==> src/rtl/tphh_pkg.sv <==
// Shared types, constants and trig table for the track projection hit histogram.
`timescale 1ns / 1ps
`default_nettype none

package tphh_pkg;

	// Histogram geometry.
	localparam int X_BINS      = 15;
	localparam int Y_BINS      = 20;
	localparam int SLOPE_BINS  = 14;
	localparam int YSLOPE_BINS = 20;
	localparam int NCELLS      = X_BINS * Y_BINS * SLOPE_BINS;
	localparam int CELL_W      = $clog2(NCELLS);

	// Field widths.
	localparam int XB_W      = 4;
	localparam int YB_W      = 5;
	localparam int SB_W      = 4;
	localparam int CNT_W     = 32;
	localparam int OFS_W     = 21;
	localparam int SLOPE_W   = 17;
	localparam int REGION_W  = 3;
	localparam int PKG_W     = 3;
	localparam int OCT_W     = 4;
	localparam int DIST_W    = 20;
	localparam int CFG_IDX_W = 2;
	localparam int CFG_DAT_W = 20;

	// Default depth of the queue between the front and the back.
	localparam int QUEUE_DEPTH_DEF = 4;

	// Only tracks of this region are histogrammed.
	localparam logic [REGION_W-1:0] TRACK_REGION = REGION_W'(3);

	// Arithmetic widths of the projection datapath.
	localparam int TRIG_W   = 18;
	localparam int OFS_SH   = 16;
	localparam int PROJ_W   = 40;
	localparam int POS_W    = 60;
	localparam int SLP_W    = 48;
	localparam int QW       = 20;
	localparam int POS_FRAC = 42;
	localparam int SLP_FRAC = 32;

	// x is binned by 2 cm, y by 10 cm = 5 * 2 cm; both start from a 2^43 shift.
	localparam int POS_SH = POS_FRAC + 1;
	localparam int Y_DIV  = 5;
	// y slope bins are 0.015 = 3 * 0.005; the fiducial limits on the scaled value are scaled by 3.
	localparam int YS_DIV = 3;

	// Reciprocal for the divide by five of the y quotient.
	localparam int Y_RSH   = 10;
	localparam int Y_RECIP = (1 << Y_RSH) / Y_DIV + 1;
	localparam int Y_T_W   = $clog2(Y_DIV * Y_BINS);

	// Bin edges in the scaled fixed-point formats.
	localparam logic signed [POS_W-1:0] X_EDGE   = POS_W'(320) <<< POS_FRAC;
	localparam logic signed [POS_W-1:0] Y_EDGE   = POS_W'(100) <<< POS_FRAC;
	localparam logic signed [SLP_W-1:0] SX_SCALE = SLP_W'(100);
	localparam logic signed [SLP_W-1:0] SX_EDGE  = SLP_W'(34) <<< SLP_FRAC;
	localparam logic signed [SLP_W-1:0] SY_SCALE = SLP_W'(200);
	localparam logic signed [SLP_W-1:0] SY_EDGE  = SLP_W'(30) <<< SLP_FRAC;

	// Configuration register indexes.
	typedef enum logic [CFG_IDX_W-1:0] {
		CFG_PACKAGE = 2'd0,
		CFG_OCTANT  = 2'd1,
		CFG_PLANE   = 2'd2
	} cfg_reg_t;

	// States of the histogram back end.
	typedef enum logic [1:0] {
		BK_CLEAR,
		BK_IDLE,
		BK_RMW
	} back_state_t;

	// One classified word handed from the front to the back.
	typedef struct packed {
		logic            accepted;
		logic            in_range;
		logic [XB_W-1:0] x_bin;
		logic [YB_W-1:0] y_bin;
		logic [SB_W-1:0] slope_bin;
	} qentry_t;

	localparam logic signed [TRIG_W-1:0] TRIG_ONE  = TRIG_W'(65536);
	localparam logic signed [TRIG_W-1:0] TRIG_R2   = TRIG_W'(46341);
	localparam logic signed [TRIG_W-1:0] TRIG_ZERO = TRIG_W'(0);

	// Cosine of minus 45 degrees times k, Q1.16.
	function automatic logic signed [TRIG_W-1:0] cos_q(input logic [2:0] k);
		logic signed [TRIG_W-1:0] r;
		unique case (k)
			3'd0: r = TRIG_ONE;
			3'd1: r = TRIG_R2;
			3'd2: r = TRIG_ZERO;
			3'd3: r = -TRIG_R2;
			3'd4: r = -TRIG_ONE;
			3'd5: r = -TRIG_R2;
			3'd6: r = TRIG_ZERO;
			default: r = TRIG_R2;
		endcase
		return r;
	endfunction

	// Sine of minus 45 degrees times k, Q1.16.
	function automatic logic signed [TRIG_W-1:0] sin_q(input logic [2:0] k);
		logic signed [TRIG_W-1:0] r;
		unique case (k)
			3'd0: r = TRIG_ZERO;
			3'd1: r = -TRIG_R2;
			3'd2: r = -TRIG_ONE;
			3'd3: r = -TRIG_R2;
			3'd4: r = TRIG_ZERO;
			3'd5: r = TRIG_R2;
			3'd6: r = TRIG_ONE;
			default: r = TRIG_R2;
		endcase
		return r;
	endfunction

endpackage

`default_nettype wire

==> src/rtl/tphh_queue.sv <==
// Short queue of classified words between the front and the back.
`timescale 1ns / 1ps
`default_nettype none

module tphh_queue #(
	parameter int DEPTH = tphh_pkg::QUEUE_DEPTH_DEF
) (
	input  wire logic              clk,
	input  wire logic              arst_n,
	input  wire logic              push,
	input  tphh_pkg::qentry_t      push_entry,
	input  wire logic              pop,
	output tphh_pkg::qentry_t      head,
	output logic                   not_empty,
	output logic                   full
);
	import tphh_pkg::*;

	localparam int PTR_W = (DEPTH > 1) ? $clog2(DEPTH) : 1;
	localparam int CNT_BW = $clog2(DEPTH + 1);

	qentry_t             slots_q [DEPTH];
	logic [PTR_W-1:0]    wr_ptr_q, rd_ptr_q;
	logic [CNT_BW-1:0]   count_q;

	assign full      = (count_q == CNT_BW'(DEPTH));
	assign not_empty = (count_q != '0);
	assign head      = slots_q[rd_ptr_q];

	// Storage.
	always_ff @(posedge clk) begin
		if (push) begin
			slots_q[wr_ptr_q] <= push_entry;
		end
	end

	// Pointers and fill count.
	always_ff @(posedge clk or negedge arst_n) begin
		if (!arst_n) begin
			wr_ptr_q <= '0;
			rd_ptr_q <= '0;
			count_q  <= '0;
		end else begin
			if (push) begin
				wr_ptr_q <= (wr_ptr_q == PTR_W'(DEPTH - 1)) ? '0 : wr_ptr_q + 1'b1;
			end
			if (pop) begin
				rd_ptr_q <= (rd_ptr_q == PTR_W'(DEPTH - 1)) ? '0 : rd_ptr_q + 1'b1;
			end
			case ({push, pop})
				2'b10:   count_q <= count_q + 1'b1;
				2'b01:   count_q <= count_q - 1'b1;
				default: count_q <= count_q;
			endcase
		end
	end

endmodule

`default_nettype wire

==> config.mk <==
export PLATFORM = sky130hd
export DESIGN_NAME = tphh_queue
export DESIGN_NICKNAME = d
export VERILOG_FILES = /design/src/rtl/tphh_pkg.sv /design/src/rtl/tphh_queue.sv
export SDC_FILE = /design/constraint.sdc
export NUM_CORES = 1
export LEC_CHECK = 0
export BUFFER_PORTS_ARGS = -buffer_cell sky130_fd_sc_hd__clkbuf_2
export CELL_PAD_IN_SITES_DETAIL_PLACEMENT = 0
export CELL_PAD_IN_SITES_GLOBAL_PLACEMENT = 1
export CORE_MARGIN = 4
export CORE_UTILIZATION = 45
export CTS_CLUSTER_DIAMETER = 50
export DETAILED_ROUTE_END_ITERATION = 12
export HOLD_SLACK_MARGIN = 0.08
export PLACE_DENSITY = 0.72
export RECOVER_POWER = 25
export SLEW_MARGIN = 30
export SYNTH_ARGS = -nofsm -noshare
export SYNTH_HDL_FRONTEND = slang
export SYNTH_SLANG_ARGS = --single-unit
==> constraint.sdc <==
create_clock -name clk -period 1.66 [get_ports clk]
set_input_delay 0.166 -clock clk [delete_from_list [all_inputs] [get_ports clk]]
set_output_delay 0.166 -clock clk [all_outputs]
set_load 0.01 [all_outputs]
==> qor.csv, run 1 <==
stage,metric,value,unit
detailed_routing,ant_nets,0,
synth,syn_area,2620,um^2
synth,syn_nets,140,
sta,finalSetupViolCount,15,
detailed_routing,vias,1272,
synth,ys_warn_count,0,
sta,fin_crit_sh,106,%
worst_setup_path,arrival,1590,ps
clock_network,numCtsBuffers,9,
detailed_routing,drt_iter0_markers,80,
synth,yosysMostFrequentCell,edfxtp_1,
worst_setup_path,endpoint_kind,output port,
sta,finalHoldViolCount,0,
clock_network,cts.reportedPaths.clkPinSlew,70,ps
detailed_routing,drc_errors,0,
sta,clock.fmax,569,MHz
sta,skew,4.69,ps
power_and_ir_drop,peakVddDrop,0.00104,V
cells_and_area,fin_nets,207,
floorplanning,die_y,84.2,um
detailed_routing,dr.pass1.iters,4,
synth,syn_inst,114,
power_and_ir_drop,power_density,1720,nW/um^2
cells_and_area,num-fill-cells,413,
floorplanning,row_count,27,
synth,synthTopCellsByCount,"60 x edfxtp_1, 8 x mux4_2, 7 x dfrtp_1, 7 x mux4_1, 6 x ha_1",
worst_setup_path,cp-endpoint,head[9],
place,hpwlAfterDp,2.80,mm
clock_network,clk_path_buf_depth,2,
place,routabilityCongestion,0.681,
floorplanning,io_pins,36,
floorplanning,die_w,84.2,um
sta,setup_ws,-96.8,ps
clock_network,root_buffer,clkbuf_8,
worst_setup_path,path_max_fanout,8,
sta,tightest_slew,412,ps
synth,synth-seq-area-share,75.6,%
worst_setup_path,r2r_slack,290,ps
worst_setup_path,required,1490,ps
synth,synthFlopType,edfxtp_1,
sta,maxSlewViolCount,0,
run_status,violations,setup timing,
synth,synth_area_leaders,"edfxtp_1 69%, mux4_1 7.0%, mux4_2 6.9%, dfrtp_1 6.7%, ha_1 2.9%",
global_route,grt_pass1_wl,7.16,mm
clock_network,cts_sinks,67,
worst_setup_path,critPathKind,flop to output port,
place,pre_cts_slack,80.6,ps
cells_and_area,drive_above_1_share,37.6,%
synth,avgSynthCellArea,22.9,um^2
worst_setup_path,start_kind,flop,
synth,synth.ff_latch_count,67,
detailed_routing,wl_per_cell,16.7,um
global_route,grt_pass1_vias,1458,
clock_network,cts-htree-levels,3,
place,port-buffer-count,35,
job,drv_cap,0,
sta,post-route-min-period,1760,ps
synth,netlist-cell-type-count,19,
power_and_ir_drop,p_leak,0.00121,uW
detailed_routing,vias_per_cell,4.93,
cells_and_area,fin_util,59.5,%
worst_setup_path,reg2reg_from,rd_ptr_q[0],
synth,synth-edff-count,60,
cells_and_area,area_growth,26.8,%
global_route,grt_max_degree,16,
global_route,antenna_found_initial,0,
clock_network,clkLatencyLatePin,330,ps
global_route,grt-ovfl-total,0,
worst_setup_path,r2r_cells,4,
synth,synth.largest_area_cell,edfxtp_1,
synth,netlist.area_leader.share,68.9,%
hold_path,hold_class,input pin to flop,
global_route,grt_usage,13.6,%
floorplanning,initial_utilization,46.9,%
detailed_routing,drt_wl_total,4.30,mm
clock_network,cts_tree,yes,
synth,async_flop_share,10.4,%
worst_setup_path,crit_path_start,rd_ptr_q[0],
floorplanning,die_area,7090,um^2
floorplanning,coreArea,5570,um^2
sta,slew_headroom,72.5,%
worst_setup_path,r2r-end,rd_ptr_q[1],
run_status,outcome,"complete, but fails checks",
cells_and_area,antenna_cells,0,
sta,rsz0062_at_grt,yes,
## worst max-delay path, stage by stage (launching register included)
cell and delay [ps]:
dfrtp_1 390, buf_6 190, mux4_2 530, clkbuf_2 150
## timing repair
item                       4_1_cts  5_1_grt
hold buffers                    16        0
hold endpoints to repair        67        0
gates cloned                     0        0
buffers inserted                 1        0
setup endpoints to repair       15       30
resized for setup                9        1
## registers in the layout, indices dropped and copies added (netlist names)
| register | cells |
|---|---|
| count_q | 3 |
| slots_q | 60 |
| wr_ptr_q | 2 |
| rd_ptr_q | 2 |
## worst min-delay path by stage
stage          startpoint          end  cells past startpoint
2_1_floorplan      arst_n   count_q[0]                      0
3_3_place_gp       arst_n  rd_ptr_q[1]                      1
5_1_grt               pop  rd_ptr_q[1]                      2
3_5_place_dp       arst_n  wr_ptr_q[0]                      1
6_report             push  wr_ptr_q[0]                      2
4_1_cts              push  wr_ptr_q[0]                      2
## logic make-up (layout without fill, tap and decap cells)
kind of cell / count (synthesis) / after routing / synth area share, %
flops: 67 / 67 / 75.6
fa+ha+maj: 7 / 7 / 3.64
simple gates: 10 / 10 / 2.15
compound gates: 2 / 2 / 0.383
buf+inv: 7 / 79 / 2.01
xor+xnor: 3 / 3 / 1.00
mux: 18 / 18 / 15.2
## cells in the final DEF, fill, tap and decap left out, drive strengths merged, types with 2 or more instances in the layout
cell	netlist	routed
o21ai	2	2
or3	2	2
mux4	15	15
xnor2	2	2
and2	4	4
bufinv	0	4
buf	4	9
mux2	3	3
clkbuf	0	44
ha	6	6
clkinv	0	2
nor2	2	2
edfxtp	60	60
dfrtp	7	7
inv	3	3
dlygate4sd3	0	16
## per-stage QoR
step	TNS [ps]	hold slack, ps	power, uW	cells	area, um^2
3_3_place_gp	0	6.97	3870	225	2910
2_1_floorplan	0	-130	3380	114	2620
4_1_cts	-1370	111	5790	258	3320
5_1_grt	-2280	122	6010	258	3320
6_report	-952	119	5700	258	3320
3_5_place_dp	0	10.9	3930	225	2910
## layer usage
layer	GRT usage, %	up-vias	wire length [um]
met5	0	-	0
met4	7.46	0	68
met3	3.83	7	197
met2	22.1	37	2180
met1	16.5	635	1850
li1	-	593	-
## power breakdown
part | internal [uW] | leakage (uW) | switching (uW)
Combinational | 851 | 0.000450 | 750
Clock | 1150 | 0.000127 | 598
Sequential | 2190 | 0.000634 | 164
## area by class of cell
type,count,area (um^2),share of cell area [%]
Clock buffer,9,124,3.74
Tap cell,72,90.1,2.72
Inverter,3,11.3,0.340
Multi-Input combinational cell,40,561,16.9
Sequential cell,67,1980,59.6
Clock inverter,7,140,4.23
Timing Repair Buffer,60,413,12.5
Note: power is estimated with default switching activity, not from simulation.
==> inputs of run 2 (changes only) <==
Settings changed: HOLD_SLACK_MARGIN 0.08 to 0.15, REMOVE_ABC_BUFFERS set to 1.
==> qor.csv, run 2 (synthesis gave the netlist of run 1 again) <==
stage,metric,value,unit
place,place_inst,227,
clock_network,cts.reportedPaths.clkPinSlew,60,ps
power_and_ir_drop,peakVddDrop,0.000920,V
detailed_routing,dr.pass1.iters,4,
place,place_area,2930,um^2
job,drv_cap,0,
sta,setup_ws,-78.5,ps
run_status,outcome,"complete, but fails checks",
worst_setup_path,arrival,1570,ps
sta,fin_crit_sh,105,%
global_route,grt_pass1_wl,7.18,mm
global_route,grt_usage,14.0,%
sta,post-route-min-period,1740,ps
detailed_routing,vias_per_cell,4.98,
cells_and_area,mostFrequentLayoutCells,"60 x edfxtp_1, 26 x clkbuf_2, 18 x dlygate4sd3_1",
cells_and_area,area_growth,25.6,%
floorplanning,die_y,84.2,um
sta,skew,5.61,ps
worst_setup_path,critPathTopFamily,multiplexers,
floorplanning,die_w,84.2,um
clock_network,cts-htree-levels,3,
cells_and_area,antenna_cells,0,
power_and_ir_drop,power_density,1610,nW/um^2
worst_setup_path,path_buf_inv,2,
sta,clock.fmax,575,MHz
clock_network,cts_sinks,67,
worst_setup_path,endpoint_kind,output port,
place,routabilityCongestion,0.695,
clock_network,cts_tree,yes,
sta,finalSetupViolCount,15,
floorplanning,coreArea,5570,um^2
worst_setup_path,required,1490,ps
worst_setup_path,start_kind,flop,
detailed_routing,drc_errors,0,
power_and_ir_drop,p_total,5280,uW
detailed_routing,wl_per_cell,16.8,um
place,hpwlAfterDp,2.82,mm
cells_and_area,fin_nets,212,
sta,tightest_slew,405,ps
cells_and_area,mostFrequentLayoutCell,edfxtp_1,
sta,hold-worst-slack,250,ps
sta,rsz0062_at_grt,yes,
clock_network,clk_path_buf_depth,2,
cells_and_area,drive_above_1_share,36.8,%
hold_path,hold_class,input pin to async pin,
cells_and_area,fin_cells,262,
sta,slew_headroom,73.0,%
run_status,violations,setup timing,
worst_setup_path,critPathKind,flop to output port,
detailed_routing,ant_nets,0,
clock_network,clkLatencyLatePin,330,ps
worst_setup_path,slowest_stage,mux4_2,
floorplanning,initial_utilization,46.9,%
clock_network,numCtsBuffers,9,
floorplanning,io_pins,36,
global_route,grt_max_degree,16,
worst_setup_path,path_max_fanout,5,
cells_and_area,top_regs,"slots_q x60, count_q x3",
sta,maxSlewViolCount,0,
global_route,antenna_found_initial,0,
cells_and_area,fin_util,58.9,%
cells_and_area,stdcell_area,3280,um^2
power_and_ir_drop,p_leak,0.00120,uW
sta,finalHoldViolCount,0,
place,port-buffer-count,35,
floorplanning,die_area,7090,um^2
floorplanning,row_count,27,
detailed_routing,drt_wl_total,4.41,mm
detailed_routing,vias,1305,
worst_setup_path,critPathMaxStageDelay,500,ps
global_route,grt-ovfl-total,0,
clock_network,root_buffer,clkbuf_8,
worst_setup_path,crit_chain,clkbuf_16 > mux4_2 > clkbuf_2,
cells_and_area,largest_reg_flops,60,
detailed_routing,drt_iter0_markers,82,
cells_and_area,largest-register,slots_q,
global_route,grt_pass1_vias,1393,
## run 2: changes by cell type in the layout (fill, tap and decap cells not counted), sizes merged
cell,before,now
dlygate4sd3,16,18
clkinv,2,3
bufinv,4,1
buf,9,12
clkbuf,44,46
clkinvlp,1,0
## run 2: path summary, 6_finish.rpt
check                           slack, ps         from     endpoint  cells after the start
worst max-delay path                  -80  rd_ptr_q[0]      head[8]                      3
worst min-delay path                  250       arst_n   count_q[0]                      2
worst max register to register        260  rd_ptr_q[0]  rd_ptr_q[1]                      4
worst min register to register        490   count_q[2]   count_q[2]                      1
max in group asynchronous            1110       arst_n  rd_ptr_q[0]                      2
min in group clk                      250         push  wr_ptr_q[0]                      4
## run 2: area by class of cell
class,instances,area [um^2]
fillers,452,2290
flip-flops and latches,67,1980
multi-input cells,40,561
repair buffers,65,469
clock buffers,11,131
well taps,72,90.1
clock inverters,4,42.5
inverters,3,11.3
## run 2: report_power, final
part	internal (uW)	switching, uW
Clock	674	556
Sequential	2190	140
Combinational	921	796
Total	3790	1490
## run 2: repair_timing
item / 4_1_cts / 5_1_grt
setup buffers: 1 / 0
gates resized for setup: 10 / 3
hold buffers: 18 / 0
hold endpoints to repair: 71 / 0
setup endpoints to repair: 15 / 30
cloned: 1 / 0
## run 2: routing by layer
layer  vias up  GRT usage (%)  wire, um
met4         0           9.21        97
met1       662           16.5      1840
met2        33           22.0      2220
met5         -              0         0
met3         9           4.61       244
li1        601              -         -
## run 2: metrics by stage
step           worst slack, ps  TNS, ps
3_3_place_gp               116        0
6_report                 -78.5     -789
2_1_floorplan             19.6        0
4_1_cts                   -131    -1700
5_1_grt                   -149    -1840
3_5_place_dp              51.9        0
