## src/rtl/tphh_pkg.sv

```systemverilog
// Shared types, constants and trig table for the track projection hit histogram.
`timescale 1ns / 1ps
`default_nettype none

package tphh_pkg;

	// Histogram geometry.
	localparam int X_BINS      = 15;
	localparam int Y_BINS      = 20;
	localparam int SLOPE_BINS  = 14;
	localparam int YSLOPE_BINS = 20;
	localparam int NCELLS      = X_BINS * Y_BINS * SLOPE_BINS;
	localparam int CELL_W      = $clog2(NCELLS);

	// Field widths.
	localparam int XB_W      = 4;
	localparam int YB_W      = 5;
	localparam int SB_W      = 4;
	localparam int CNT_W     = 32;
	localparam int OFS_W     = 21;
	localparam int SLOPE_W   = 17;
	localparam int REGION_W  = 3;
	localparam int PKG_W     = 3;
	localparam int OCT_W     = 4;
	localparam int DIST_W    = 20;
	localparam int CFG_IDX_W = 2;
	localparam int CFG_DAT_W = 20;

	// Default depth of the queue between the front and the back.
	localparam int QUEUE_DEPTH_DEF = 4;

	// Only tracks of this region are histogrammed.
	localparam logic [REGION_W-1:0] TRACK_REGION = REGION_W'(3);

	// Arithmetic widths of the projection datapath.
	localparam int TRIG_W   = 18;
	localparam int OFS_SH   = 16;
	localparam int PROJ_W   = 40;
	localparam int POS_W    = 60;
	localparam int SLP_W    = 48;
	localparam int QW       = 20;
	localparam int POS_FRAC = 42;
	localparam int SLP_FRAC = 32;

	// x is binned by 2 cm, y by 10 cm = 5 * 2 cm; both start from a 2^43 shift.
	localparam int POS_SH = POS_FRAC + 1;
	localparam int Y_DIV  = 5;
	// y slope bins are 0.015 = 3 * 0.005; the fiducial limits on the scaled value are scaled by 3.
	localparam int YS_DIV = 3;

	// Reciprocal for the divide by five of the y quotient.
	localparam int Y_RSH   = 10;
	localparam int Y_RECIP = (1 << Y_RSH) / Y_DIV + 1;
	localparam int Y_T_W   = $clog2(Y_DIV * Y_BINS);

	// Bin edges in the scaled fixed-point formats.
	localparam logic signed [POS_W-1:0] X_EDGE   = POS_W'(320) <<< POS_FRAC;
	localparam logic signed [POS_W-1:0] Y_EDGE   = POS_W'(100) <<< POS_FRAC;
	localparam logic signed [SLP_W-1:0] SX_SCALE = SLP_W'(100);
	localparam logic signed [SLP_W-1:0] SX_EDGE  = SLP_W'(34) <<< SLP_FRAC;
	localparam logic signed [SLP_W-1:0] SY_SCALE = SLP_W'(200);
	localparam logic signed [SLP_W-1:0] SY_EDGE  = SLP_W'(30) <<< SLP_FRAC;

	// Configuration register indexes.
	typedef enum logic [CFG_IDX_W-1:0] {
		CFG_PACKAGE = 2'd0,
		CFG_OCTANT  = 2'd1,
		CFG_PLANE   = 2'd2
	} cfg_reg_t;

	// States of the histogram back end.
	typedef enum logic [1:0] {
		BK_CLEAR,
		BK_IDLE,
		BK_RMW
	} back_state_t;

	// One classified word handed from the front to the back.
	typedef struct packed {
		logic            accepted;
		logic            in_range;
		logic [XB_W-1:0] x_bin;
		logic [YB_W-1:0] y_bin;
		logic [SB_W-1:0] slope_bin;
	} qentry_t;

	localparam logic signed [TRIG_W-1:0] TRIG_ONE  = TRIG_W'(65536);
	localparam logic signed [TRIG_W-1:0] TRIG_R2   = TRIG_W'(46341);
	localparam logic signed [TRIG_W-1:0] TRIG_ZERO = TRIG_W'(0);

	// Cosine of minus 45 degrees times k, Q1.16.
	function automatic logic signed [TRIG_W-1:0] cos_q(input logic [2:0] k);
		logic signed [TRIG_W-1:0] r;
		unique case (k)
			3'd0: r = TRIG_ONE;
			3'd1: r = TRIG_R2;
			3'd2: r = TRIG_ZERO;
			3'd3: r = -TRIG_R2;
			3'd4: r = -TRIG_ONE;
			3'd5: r = -TRIG_R2;
			3'd6: r = TRIG_ZERO;
			default: r = TRIG_R2;
		endcase
		return r;
	endfunction

	// Sine of minus 45 degrees times k, Q1.16.
	function automatic logic signed [TRIG_W-1:0] sin_q(input logic [2:0] k);
		logic signed [TRIG_W-1:0] r;
		unique case (k)
			3'd0: r = TRIG_ZERO;
			3'd1: r = -TRIG_R2;
			3'd2: r = -TRIG_ONE;
			3'd3: r = -TRIG_R2;
			3'd4: r = TRIG_ZERO;
			3'd5: r = TRIG_R2;
			3'd6: r = TRIG_ONE;
			default: r = TRIG_R2;
		endcase
		return r;
	endfunction

endpackage

`default_nettype wire

```

## src/rtl/tphh_front.sv

```systemverilog
// Front end: accepts words, projects, rotates and bins tracks into queue entries.
`timescale 1ns / 1ps
`default_nettype none

module tphh_front (
	input  wire logic                                clk,
	input  wire logic                                arst_n,
	input  wire logic                                in_valid,
	output logic                                     in_stall,
	input  wire logic                                func,
	input  wire logic signed [tphh_pkg::OFS_W-1:0]   x_offset,
	input  wire logic signed [tphh_pkg::OFS_W-1:0]   y_offset,
	input  wire logic signed [tphh_pkg::SLOPE_W-1:0] x_slope,
	input  wire logic signed [tphh_pkg::SLOPE_W-1:0] y_slope,
	input  wire logic [tphh_pkg::REGION_W-1:0]       region,
	input  wire logic [tphh_pkg::PKG_W-1:0]          package_req,
	input  wire logic [tphh_pkg::XB_W-1:0]           read_x_bin,
	input  wire logic [tphh_pkg::YB_W-1:0]           read_y_bin,
	input  wire logic [tphh_pkg::SB_W-1:0]           read_slope_bin,
	input  wire logic [tphh_pkg::PKG_W-1:0]          package_select,
	input  wire logic [tphh_pkg::OCT_W-1:0]          octant,
	input  wire logic [tphh_pkg::DIST_W-1:0]         plane_distance,
	input  wire logic                                clear_busy,
	input  wire logic                                queue_full,
	output logic                                     q_push,
	output tphh_pkg::qentry_t                        q_entry
);
	import tphh_pkg::*;

	// Control information that travels alongside the arithmetic.
	typedef struct packed {
		logic            is_read;
		logic            acc;
		logic [XB_W-1:0] rx;
		logic [YB_W-1:0] ry;
		logic [SB_W-1:0] rs;
	} tag_t;

	localparam logic signed [POS_W-1:0] POS_RND  = (POS_W'(1) <<< POS_SH) - POS_W'(1);
	localparam logic signed [POS_W-1:0] POS_ZERO = '0;
	localparam logic signed [SLP_W-1:0] SLP_RND  = (SLP_W'(1) <<< SLP_FRAC) - SLP_W'(1);
	localparam logic signed [SLP_W-1:0] SLP_ZERO = '0;
	localparam logic signed [QW-1:0]    Q_ZERO   = '0;
	localparam logic signed [QW-1:0]    QX_LIM   = QW'(X_BINS);
	localparam logic signed [QW-1:0]    QY_LO    = QW'(-(Y_DIV - 1));
	localparam logic signed [QW-1:0]    QY_LIM   = QW'(Y_DIV * Y_BINS);
	localparam logic signed [QW-1:0]    QSX_LIM  = QW'(SLOPE_BINS);
	localparam logic signed [QW-1:0]    QSY_LO   = QW'(-(YS_DIV - 1));
	localparam logic signed [QW-1:0]    QSY_LIM  = QW'(YS_DIV * YSLOPE_BINS);
	localparam int                      YP_W     = Y_T_W + Y_RSH;

	logic adv, accept;
	logic v_s1, v_s2, v_s3, v_s4, v_s5;
	tag_t tag_c, tag_s1, tag_s2, tag_s3, tag_s4, tag_s5;

	logic [2:0]                  k_c;
	logic signed [PROJ_W-1:0]    xp_c, yp_c;
	logic signed [PROJ_W-1:0]    xp_s1, yp_s1;
	logic signed [SLOPE_W-1:0]   xs_s1, ys_s1;
	logic signed [TRIG_W-1:0]    c_s1, s_s1;
	logic signed [POS_W-1:0]     pxc_s2, pys_s2, pxs_s2, pyc_s2;
	logic signed [SLP_W-1:0]     sxc_s2, sys_s2, sxs_s2, syc_s2;
	logic signed [POS_W-1:0]     xl_s3, yl_s3;
	logic signed [SLP_W-1:0]     xsl_s3, ysl_s3;
	logic signed [POS_W-1:0]     nx_s4, ny_s4;
	logic signed [SLP_W-1:0]     sx_s4, sy_s4;
	logic signed [POS_W-1:0]     nx_r, ny_r;
	logic signed [SLP_W-1:0]     sx_r, sy_r;
	logic signed [QW-1:0]        qx_s5, qy_s5, qsx_s5, qsy_s5;
	logic                        fid;
	logic [YP_W-1:0]             iy_prod;
	logic [YB_W-1:0]             iy;

	// The whole pipeline holds when its last word cannot enter the queue.
	assign adv      = !(v_s5 && queue_full);
	assign in_stall = clear_busy || !adv;
	assign accept   = in_valid && !in_stall;
	assign q_push   = v_s5 && !queue_full;

	// Classification of the incoming word.
	assign tag_c.is_read = func;
	assign tag_c.acc     = !func && (region == TRACK_REGION) && (package_req == package_select);
	assign tag_c.rx      = read_x_bin;
	assign tag_c.ry      = read_y_bin;
	assign tag_c.rs      = read_slope_bin;

	// Projection to the plane, in 2^-26 cm.
	assign k_c  = octant[2:0] - 3'd1;
	assign xp_c = PROJ_W'($signed({x_offset, {OFS_SH{1'b0}}}))
		+ PROJ_W'(x_slope) * PROJ_W'($signed({1'b0, plane_distance}));
	assign yp_c = PROJ_W'($signed({y_offset, {OFS_SH{1'b0}}}))
		+ PROJ_W'(y_slope) * PROJ_W'($signed({1'b0, plane_distance}));

	// Valid bits of the stages.
	always_ff @(posedge clk or negedge arst_n) begin
		if (!arst_n) begin
			v_s1 <= 1'b0;
			v_s2 <= 1'b0;
			v_s3 <= 1'b0;
			v_s4 <= 1'b0;
			v_s5 <= 1'b0;
		end else if (adv) begin
			v_s1 <= accept;
			v_s2 <= v_s1;
			v_s3 <= v_s2;
			v_s4 <= v_s3;
			v_s5 <= v_s4;
		end
	end

	// Truncation toward zero: negative values are biased before the shift.
	assign nx_r = nx_s4 + (nx_s4[POS_W-1] ? POS_RND : POS_ZERO);
	assign ny_r = ny_s4 + (ny_s4[POS_W-1] ? POS_RND : POS_ZERO);
	assign sx_r = sx_s4 + (sx_s4[SLP_W-1] ? SLP_RND : SLP_ZERO);
	assign sy_r = sy_s4 + (sy_s4[SLP_W-1] ? SLP_RND : SLP_ZERO);

	// Datapath stages: inputs and trig values, rotate products, sums, offsets and scaling, quotients.
	always_ff @(posedge clk) begin
		if (adv) begin
			tag_s1 <= tag_c;
			xp_s1  <= xp_c;
			yp_s1  <= yp_c;
			xs_s1  <= x_slope;
			ys_s1  <= y_slope;
			c_s1   <= cos_q(k_c);
			s_s1   <= sin_q(k_c);

			tag_s2 <= tag_s1;
			pxc_s2 <= POS_W'(xp_s1) * POS_W'(c_s1);
			pys_s2 <= POS_W'(yp_s1) * POS_W'(s_s1);
			pxs_s2 <= POS_W'(xp_s1) * POS_W'(s_s1);
			pyc_s2 <= POS_W'(yp_s1) * POS_W'(c_s1);
			sxc_s2 <= SLP_W'(xs_s1) * SLP_W'(c_s1);
			sys_s2 <= SLP_W'(ys_s1) * SLP_W'(s_s1);
			sxs_s2 <= SLP_W'(xs_s1) * SLP_W'(s_s1);
			syc_s2 <= SLP_W'(ys_s1) * SLP_W'(c_s1);

			tag_s3 <= tag_s2;
			xl_s3  <= pxc_s2 - pys_s2;
			yl_s3  <= pxs_s2 + pyc_s2;
			xsl_s3 <= sxc_s2 - sys_s2;
			ysl_s3 <= sxs_s2 + syc_s2;

			tag_s4 <= tag_s3;
			nx_s4  <= xl_s3 - X_EDGE;
			ny_s4  <= yl_s3 + Y_EDGE;
			sx_s4  <= xsl_s3 * SX_SCALE - SX_EDGE;
			sy_s4  <= ysl_s3 * SY_SCALE + SY_EDGE;

			tag_s5 <= tag_s4;
			qx_s5  <= $signed(nx_r[POS_SH +: QW]);
			qy_s5  <= $signed(ny_r[POS_SH +: QW]);
			qsx_s5 <= $signed(sx_r[SLP_FRAC +: QW]);
			qsy_s5 <= $signed(sy_r[SLP_FRAC +: QW]);
		end
	end

	// Fiducial check; the y and y slope quotients still carry a factor of 5 and 3.
	assign fid = (qx_s5 >= Q_ZERO) && (qx_s5 < QX_LIM)
		&& (qy_s5 >= QY_LO) && (qy_s5 < QY_LIM)
		&& (qsx_s5 >= Q_ZERO) && (qsx_s5 < QSX_LIM)
		&& (qsy_s5 >= QSY_LO) && (qsy_s5 < QSY_LIM);

	// Divide the y quotient by five with a reciprocal; small negatives give bin zero.
	assign iy_prod = YP_W'(qy_s5[Y_T_W-1:0]) * YP_W'(Y_RECIP);
	assign iy      = qy_s5[QW-1] ? '0 : iy_prod[Y_RSH +: YB_W];

	// Entry for the back end.
	always_comb begin
		q_entry = '0;
		if (tag_s5.is_read) begin
			q_entry.in_range  = (int'(tag_s5.rx) < X_BINS) && (int'(tag_s5.ry) < Y_BINS)
				&& (int'(tag_s5.rs) < SLOPE_BINS);
			q_entry.x_bin     = tag_s5.rx;
			q_entry.y_bin     = tag_s5.ry;
			q_entry.slope_bin = tag_s5.rs;
		end else if (tag_s5.acc) begin
			q_entry.accepted = 1'b1;
			q_entry.in_range = fid;
			if (fid) begin
				q_entry.x_bin     = qx_s5[XB_W-1:0];
				q_entry.y_bin     = iy;
				q_entry.slope_bin = qsx_s5[SB_W-1:0];
			end
		end
	end

endmodule

`default_nettype wire

```

## config.mk

```make
export PLATFORM = sky130hd
export DESIGN_NAME = tphh_front
export DESIGN_NICKNAME = d
export VERILOG_FILES = /design/src/rtl/tphh_pkg.sv /design/src/rtl/tphh_front.sv
export SDC_FILE = /design/constraint.sdc
export NUM_CORES = 1
export LEC_CHECK = 0
export ABC_AREA = 1
export BUFFER_PORTS_ARGS = -buffer_cell sky130_fd_sc_hd__buf_2
export CAP_MARGIN = 5
export CORE_ASPECT_RATIO = 0.9
export CORE_MARGIN = 3
export CORE_UTILIZATION = 40
export CTS_CLUSTER_SIZE = 40
export DETAILED_ROUTE_END_ITERATION = 10
export GPL_ROUTABILITY_DRIVEN = 0
export GPL_TIMING_DRIVEN = 1
export PLACE_DENSITY_LB_ADDON = 0.2
export SLEW_MARGIN = 20
export SYNTH_ARGS = -nofsm -noshare
export SYNTH_HDL_FRONTEND = slang
export SYNTH_SLANG_ARGS = --single-unit
```

## constraint.sdc

```tcl
create_clock -name clk -period 2.3 [get_ports clk]
set_clock_uncertainty 0.05 [all_clocks]
set_input_delay 0 -clock clk [delete_from_list [all_inputs] [get_ports clk]]
set_output_delay 0 -clock clk [all_outputs]
set_load 0.1 [all_outputs]
```

==> results of run 1 <==
routing by layer:
layer,routed length (µm),up-vias,GRT usage (%),part of all wire (%)
met5,0,-,0,0
met4,53,0,5.40,1.5
met3,290,9,3.88,8.4
met2,1720,57,15.1,50
met1,1390,613,10.9,40
li1,-,673,-,-
worst max-delay path by stage:
stage,startpoint,endpoint,slack (ns),cells past startpoint
6_report,v_s5,v_s1,0.11,5
5_1_grt,v_s5,v_s1,0.008,5
4_1_cts,v_s5,v_s1,0.03,5
3_5_place_dp,v_s5,tag_s1[0],0.75,2
3_3_place_gp,v_s5,tag_s1[0],0.82,2
2_1_floorplan,tag_s5[14],q_entry[14],0.38,2
worst min-delay path, cell delays in order:
cell     delay (ns)
buf_2          0.09
nand2_1        0.04
nand2_1        0.05
nand2_1        0.04
nor2_1         0.09
final cells by class:
cell class	instances	area (µm²)
fillers	541	2870
flip-flops and latches	80	2380
repair buffers	69	478
multi-input cells	46	214
clock buffers	11	131
well taps	87	109
inverters	21	78.8
clock inverters	5	23.8
cells by family (layout without fill, tap and decap cells):
kind of cell,Yosys count,after routing,share of synthesized area [%]
AOI/OAI and AO/OA,2,2,0.515
xor gates and xnor gates,2,2,0.656
buffers and inverters,22,106,3.37
DFF,80,80,89.0
and+or+nand+nor,42,42,6.51
registers in the layout (all words and copies together) (netlist names):
| name | cells |
|---|---|
| tag_s1 | 15 |
| tag_s4 | 15 |
| v_s3 | 1 |
| tag_s5 | 15 |
| v_s5 | 1 |
| v_s1 | 1 |
| v_s4 | 1 |
| v_s2 | 1 |
| tag_s2 | 15 |
| tag_s3 | 15 |
power by group:
part / total [mW] / internal [mW] / switching (mW)
sequential: 2.44 / 2.25 / 0.187
clock: 0.805 / 0.380 / 0.425
combinational: 1.52 / 0.236 / 1.28
total: 4.76 / 2.87 / 1.90
Yosys cell counts, drive strengths merged:
cell type	number
dfrtp	5
o21ai	2
nand3	5
inv	21
nand4	1
nor2	5
xnor2	2
edfxtp	75
nand2	31
buf	1
through the flow:
stage                     setup WS, ns  power, mW  utilization, %  cells
final                            0.112       4.76            54.3    319
after global routing           0.00810       5.00            54.3    319
after CTS                       0.0283       4.81            54.2    319
after detailed placement         0.752       3.96            48.0    280
after global placement           0.823       3.90            48.0    280
after floorplan                  0.385       3.68               -    148
placed cells by master, fill, tap and decap left out, types with 3 or more instances in the layout:
cell type,count
buf_2,44
nor2_1,5
dfrtp_1,5
clkinv_1,3
edfxtp_1,75
nand2_1,30
inv_1,21
nand3_1,5
clkbuf_8,9
dlygate4sd3_1,23
timing repair:
action,CTS,global route
endpoints found under the setup margin,0,1
endpoints found under the hold margin,23,0
resized for setup,0,1
hold buffers,23,0
==> impl_metrics.json, run 1 <==
{
  "syn_inst": 148,
  "grt_pass1_wl_um": 5580,
  "die_w_um": 92.2,
  "area_growth_pct": 27.7,
  "period_needed_ns": 2.19,
  "yosysSeqAreaShare_pct": 89.0,
  "whs_endpoint": "tag_s1[13]",
  "critPathRequiredTime_ns": 2.46,
  "dp_hpwl_um": 2190,
  "track_usage_pct": 9.53,
  "synth-seq-cells": 80,
  "status": "complete, no violations",
  "cts_tree": "built",
  "crit_type": "flip-flop to flip-flop",
  "finalCritPeriodShare_pct": 95.1,
  "antennaDiodeCount": 0,
  "syn-cell-area_mm2": 0.00267,
  "dieArea_mm2": 0.00770,
  "synthTopCellsByArea": "edfxtp_1, dfrtp_1, nand2_1, inv_1, nand3_1",
  "nets": 355,
  "htreeDepth": 3,
  "cts_buffers": 9,
  "io_pins": 145,
  "io_buffers": 44,
  "post_cts_buffers": 0,
  "clk_pin_slew_ns": 0.07,
  "slowest_stage": "dlygate4sd3_1",
  "cp_max_fo": 39,
  "placed_cell_area_mm2": 0.00302,
  "rsz0062_at_grt": "no",
  "leakagePower_nw": 1.46,
  "endpoint_kind": "flip-flop",
  "antenna_left": 0,
  "rrSetupSlack_ns": 0.11,
  "crit_buf_inv": 2,
  "firstDrtPassIters": 4,
  "p_per_area_mw_per_mm2": 1400,
  "avgSynthCellArea_um2": 18.1,
  "insertion_delay_ns": 0.32,
  "routed_wl_um": 3450,
  "yosysTopAreaCell": "edfxtp_1",
  "worstSetupStartpointType": "flip-flop",
  "finalSetupViolCount": 0,
  "clkSinkCount": 80,
  "max_freq_ghz": 0.457,
  "yosys.area.top_type_share_pct": 84.3,
  "path_cells": "nand2_8 -> nand3_1 -> dlygate4sd3_1 -> nand2_1 -> dlygate4sd3_1",
  "cp_slowest_stage_delay_ns": 0.56,
  "worstPathArrival_ns": 2.35,
  "min_from": "package_select[2]",
  "rows": 27,
  "synth_warnings": 0,
  "grt_pass1_vias": 1296,
  "ir_drop_mv": 0.569,
  "yosys.cell_types.count": 12,
  "drtIter0Drc": 89,
  "cts_root_buf": "clkbuf_8",
  "hold_depth": 5,
  "cts_buffer_depth": 2,
  "relSlewSlack_pct": 67.7,
  "hp-class": "primary input to flip-flop",
  "grt_max_degree": 40,
  "start_util_pct": 42.5,
  "r2r_start": "v_s5",
  "drc": 0,
  "syn_nets": 276,
  "hold_viol": 0,
  "antenna_found_initial": 0,
  "vias": 1352,
  "max_cap_viol_count": 0,
  "cp_common_cell": "dlygate4sd3_1",
  "setup_tns_ns": 0,
  "maxSlewViolCount": 0,
  "grt_overflow_total": 0,
  "wl_per_cell_um": 10.8,
  "holdWs_ns": 0.0472,
  "finalInstanceArea_mm2": 0.00341,
  "path_delay_family": "buffers and inverters",
  "worst-slew-pin-transition_ns": 0.488,
  "reg2regPathDepth": 5,
  "core_area_mm2": 0.00628,
  "r2r-end": "v_s1",
  "drive_gt1_share_pct": 25.4,
  "via_per_inst": 4.24,
  "die_h_um": 83.5
}
Power figures use the tool's default switching activity.
==> inputs of run 2 (changes only) <==
- CORE_UTILIZATION: 40 -> 39
- clock period: 2.3 -> 1.9 ns (I/O delays scaled with it)
==> run 2 against run 1 <==
Compared with the run above: sequential cell count unchanged; combinational power increased by 22%; power increased by 26%; via count decreased by 1.0%; sequential power increased by 20%; non-clock buffer count decreased by 2; utilization decreased by 0.29 points; clock power increased by 50%; sequential share of layout area decreased by 0.73 points; critical path type unchanged; critical endpoint unchanged; highest routed layer unchanged.
==> impl_metrics.json, run 2 (same netlist as run 1, synthesis figures left out) <==
{
  "worstSetupStartpointType": "flip-flop",
  "layout_common_cells": "edfxtp_1, buf_2, nand2_1, inv_1, dlygate4sd3_1",
  "cp_slowest_stage_delay_ns": 0.58,
  "swShare_pct": 39.5,
  "post_cts_buffers": 0,
  "period_needed_ns": 1.70,
  "via_per_inst": 4.22,
  "combPwrFrac_pct": 30.8,
  "grt_overflow_total": 0,
  "cp_max_fo": 52,
  "switchingPower_mw": 2.37,
  "cts_root_buf": "clkbuf_8",
  "worst-slew-pin-transition_ns": 0.488,
  "finalSetupViolCount": 0,
  "start_util_pct": 41.9,
  "dieArea_mm2": 0.00788,
  "cts_buffer_depth": 2,
  "rows": 27,
  "grt_max_degree": 53,
  "drtIter0Drc": 95,
  "grt_pass1_vias": 1364,
  "die_h_um": 84.5,
  "htreeDepth": 3,
  "setup_tns_ns": 0,
  "endpoint_kind": "flip-flop",
  "p_per_area_mw_per_mm2": 1740,
  "nets": 353,
  "core_area_mm2": 0.00638,
  "critPathRequiredTime_ns": 2.13,
  "final_cells": 317,
  "worstPathArrival_ns": 1.93,
  "layout_commonest_cell": "edfxtp_1",
  "leakagePower_nw": 1.48,
  "drive_gt1_share_pct": 28.3,
  "hold_depth": 5,
  "dp_hpwl_um": 2190,
  "vias": 1338,
  "track_usage_pct": 10.0,
  "rsz0062_at_grt": "no",
  "post-place-ws_ns": 0.590,
  "routed_wl_um": 3510,
  "max_cap_viol_count": 0,
  "pwr-share-seq_pct": 49.0,
  "maxSlewViolCount": 0,
  "finalCritPeriodShare_pct": 89.6,
  "insertion_delay_ns": 0.33,
  "wl_per_cell_um": 11.1,
  "clk_pin_slew_ns": 0.08,
  "max_freq_ghz": 0.588,
  "hold_viol": 0,
  "area_growth_pct": 29.0,
  "cts_buffers": 9,
  "io_buffers": 44,
  "holdWs_ns": 0.0434,
  "postLayoutCoreUtil_pct": 54.0,
  "ir_drop_mv": 0.693,
  "cts_tree": "built",
  "clockPowerShare_pct": 20.1,
  "io_pins": 145,
  "antenna_left": 0,
  "reg2regPathDepth": 5,
  "firstDrtPassIters": 4,
  "dp_cells": 280,
  "clkSinkCount": 80,
  "antennaDiodeCount": 0,
  "slowest_stage": "dlygate4sd3_1",
  "path_cells": "nand2_4 -> buf_12 -> nand3_1 -> dlygate4sd3_1 -> nand2_1",
  "relSlewSlack_pct": 67.7,
  "grt_pass1_wl_um": 5900,
  "hp-class": "primary input to flip-flop",
  "fin_ws_ns": 0.198,
  "ctsResizeCount": 0,
  "drc": 0,
  "crit_type": "flip-flop to flip-flop",
  "die_w_um": 93.3,
  "status": "complete, no violations",
  "p_int_mw": 3.63,
  "antenna_found_initial": 0
}
[run 2: changes by cell type in the layout (fill, tap and decap cells not counted), sizes merged]
cell         previous run  this run
clkinvlp                1         3
bufinv                  0         1
dlygate4sd3            23        21
clkbuf                 11         9
clkinv                  4         1
inv                    21        23
[run 2: area by class of cell]
class | instances | area, µm²
flip-flops and latches | 80 | 2380
fillers | 522 | 2940
repair buffers | 67 | 473
well taps | 87 | 109
inverters | 21 | 78.8
multi-input cells | 46 | 208
clock inverters | 7 | 78.8
clock buffers | 9 | 124
[run 2: power groups by stage]
stage,Clock [mW],Sequential (mW),Combinational [mW]
2_1_floorplan,0,2.90,1.56
3_3_place_gp,0,2.95,1.79
3_5_place_dp,0,2.99,1.83
4_1_cts,1.25,2.95,1.87
5_1_grt,1.32,3.02,1.95
6_report,1.21,2.94,1.85
[run 2: worst paths after layout]
path | start | to | slack [ns]
worst min register to register | tag_s1[7] | tag_s2[7] | 0.36
worst max-delay path | v_s5 | v_s1 | 0.20
max in group asynchronous | arst_n | v_s2 | 1.10
min in group asynchronous | arst_n | v_s3 | 0.51
worst min-delay path | region[0] | tag_s1[13] | 0.04
worst max register to register | v_s5 | v_s1 | 0.20
[run 2: worst max-delay path: cells and delay by family (launching register included)]
family,cells,cell delay (ns)
and+or+nand+nor,3,0.30
buffers and inverters,2,0.83
DFF,1,0.46
[run 2: per-stage QoR]
step | power, mW | area [µm²]
2_1_floorplan | 4.46 | 2680
3_3_place_gp | 4.74 | 3040
3_5_place_dp | 4.82 | 3040
4_1_cts | 6.08 | 3460
5_1_grt | 6.29 | 3450
6_report | 6.00 | 3450
[run 2: timing repair]
item	in CTS	in global routing
hold buffers	22	0
endpoints found under the setup margin	0	1
endpoints found under the hold margin	23	0
[run 2: routing by layer]
layer / wire (µm) / up-vias / global-route usage, %
met5: 0 / - / 0
met4: 128 / 0 / 7.32
met3: 237 / 13 / 3.49
met2: 1790 / 48 / 16.9
met1: 1360 / 607 / 10.2
li1: - / 670 / -
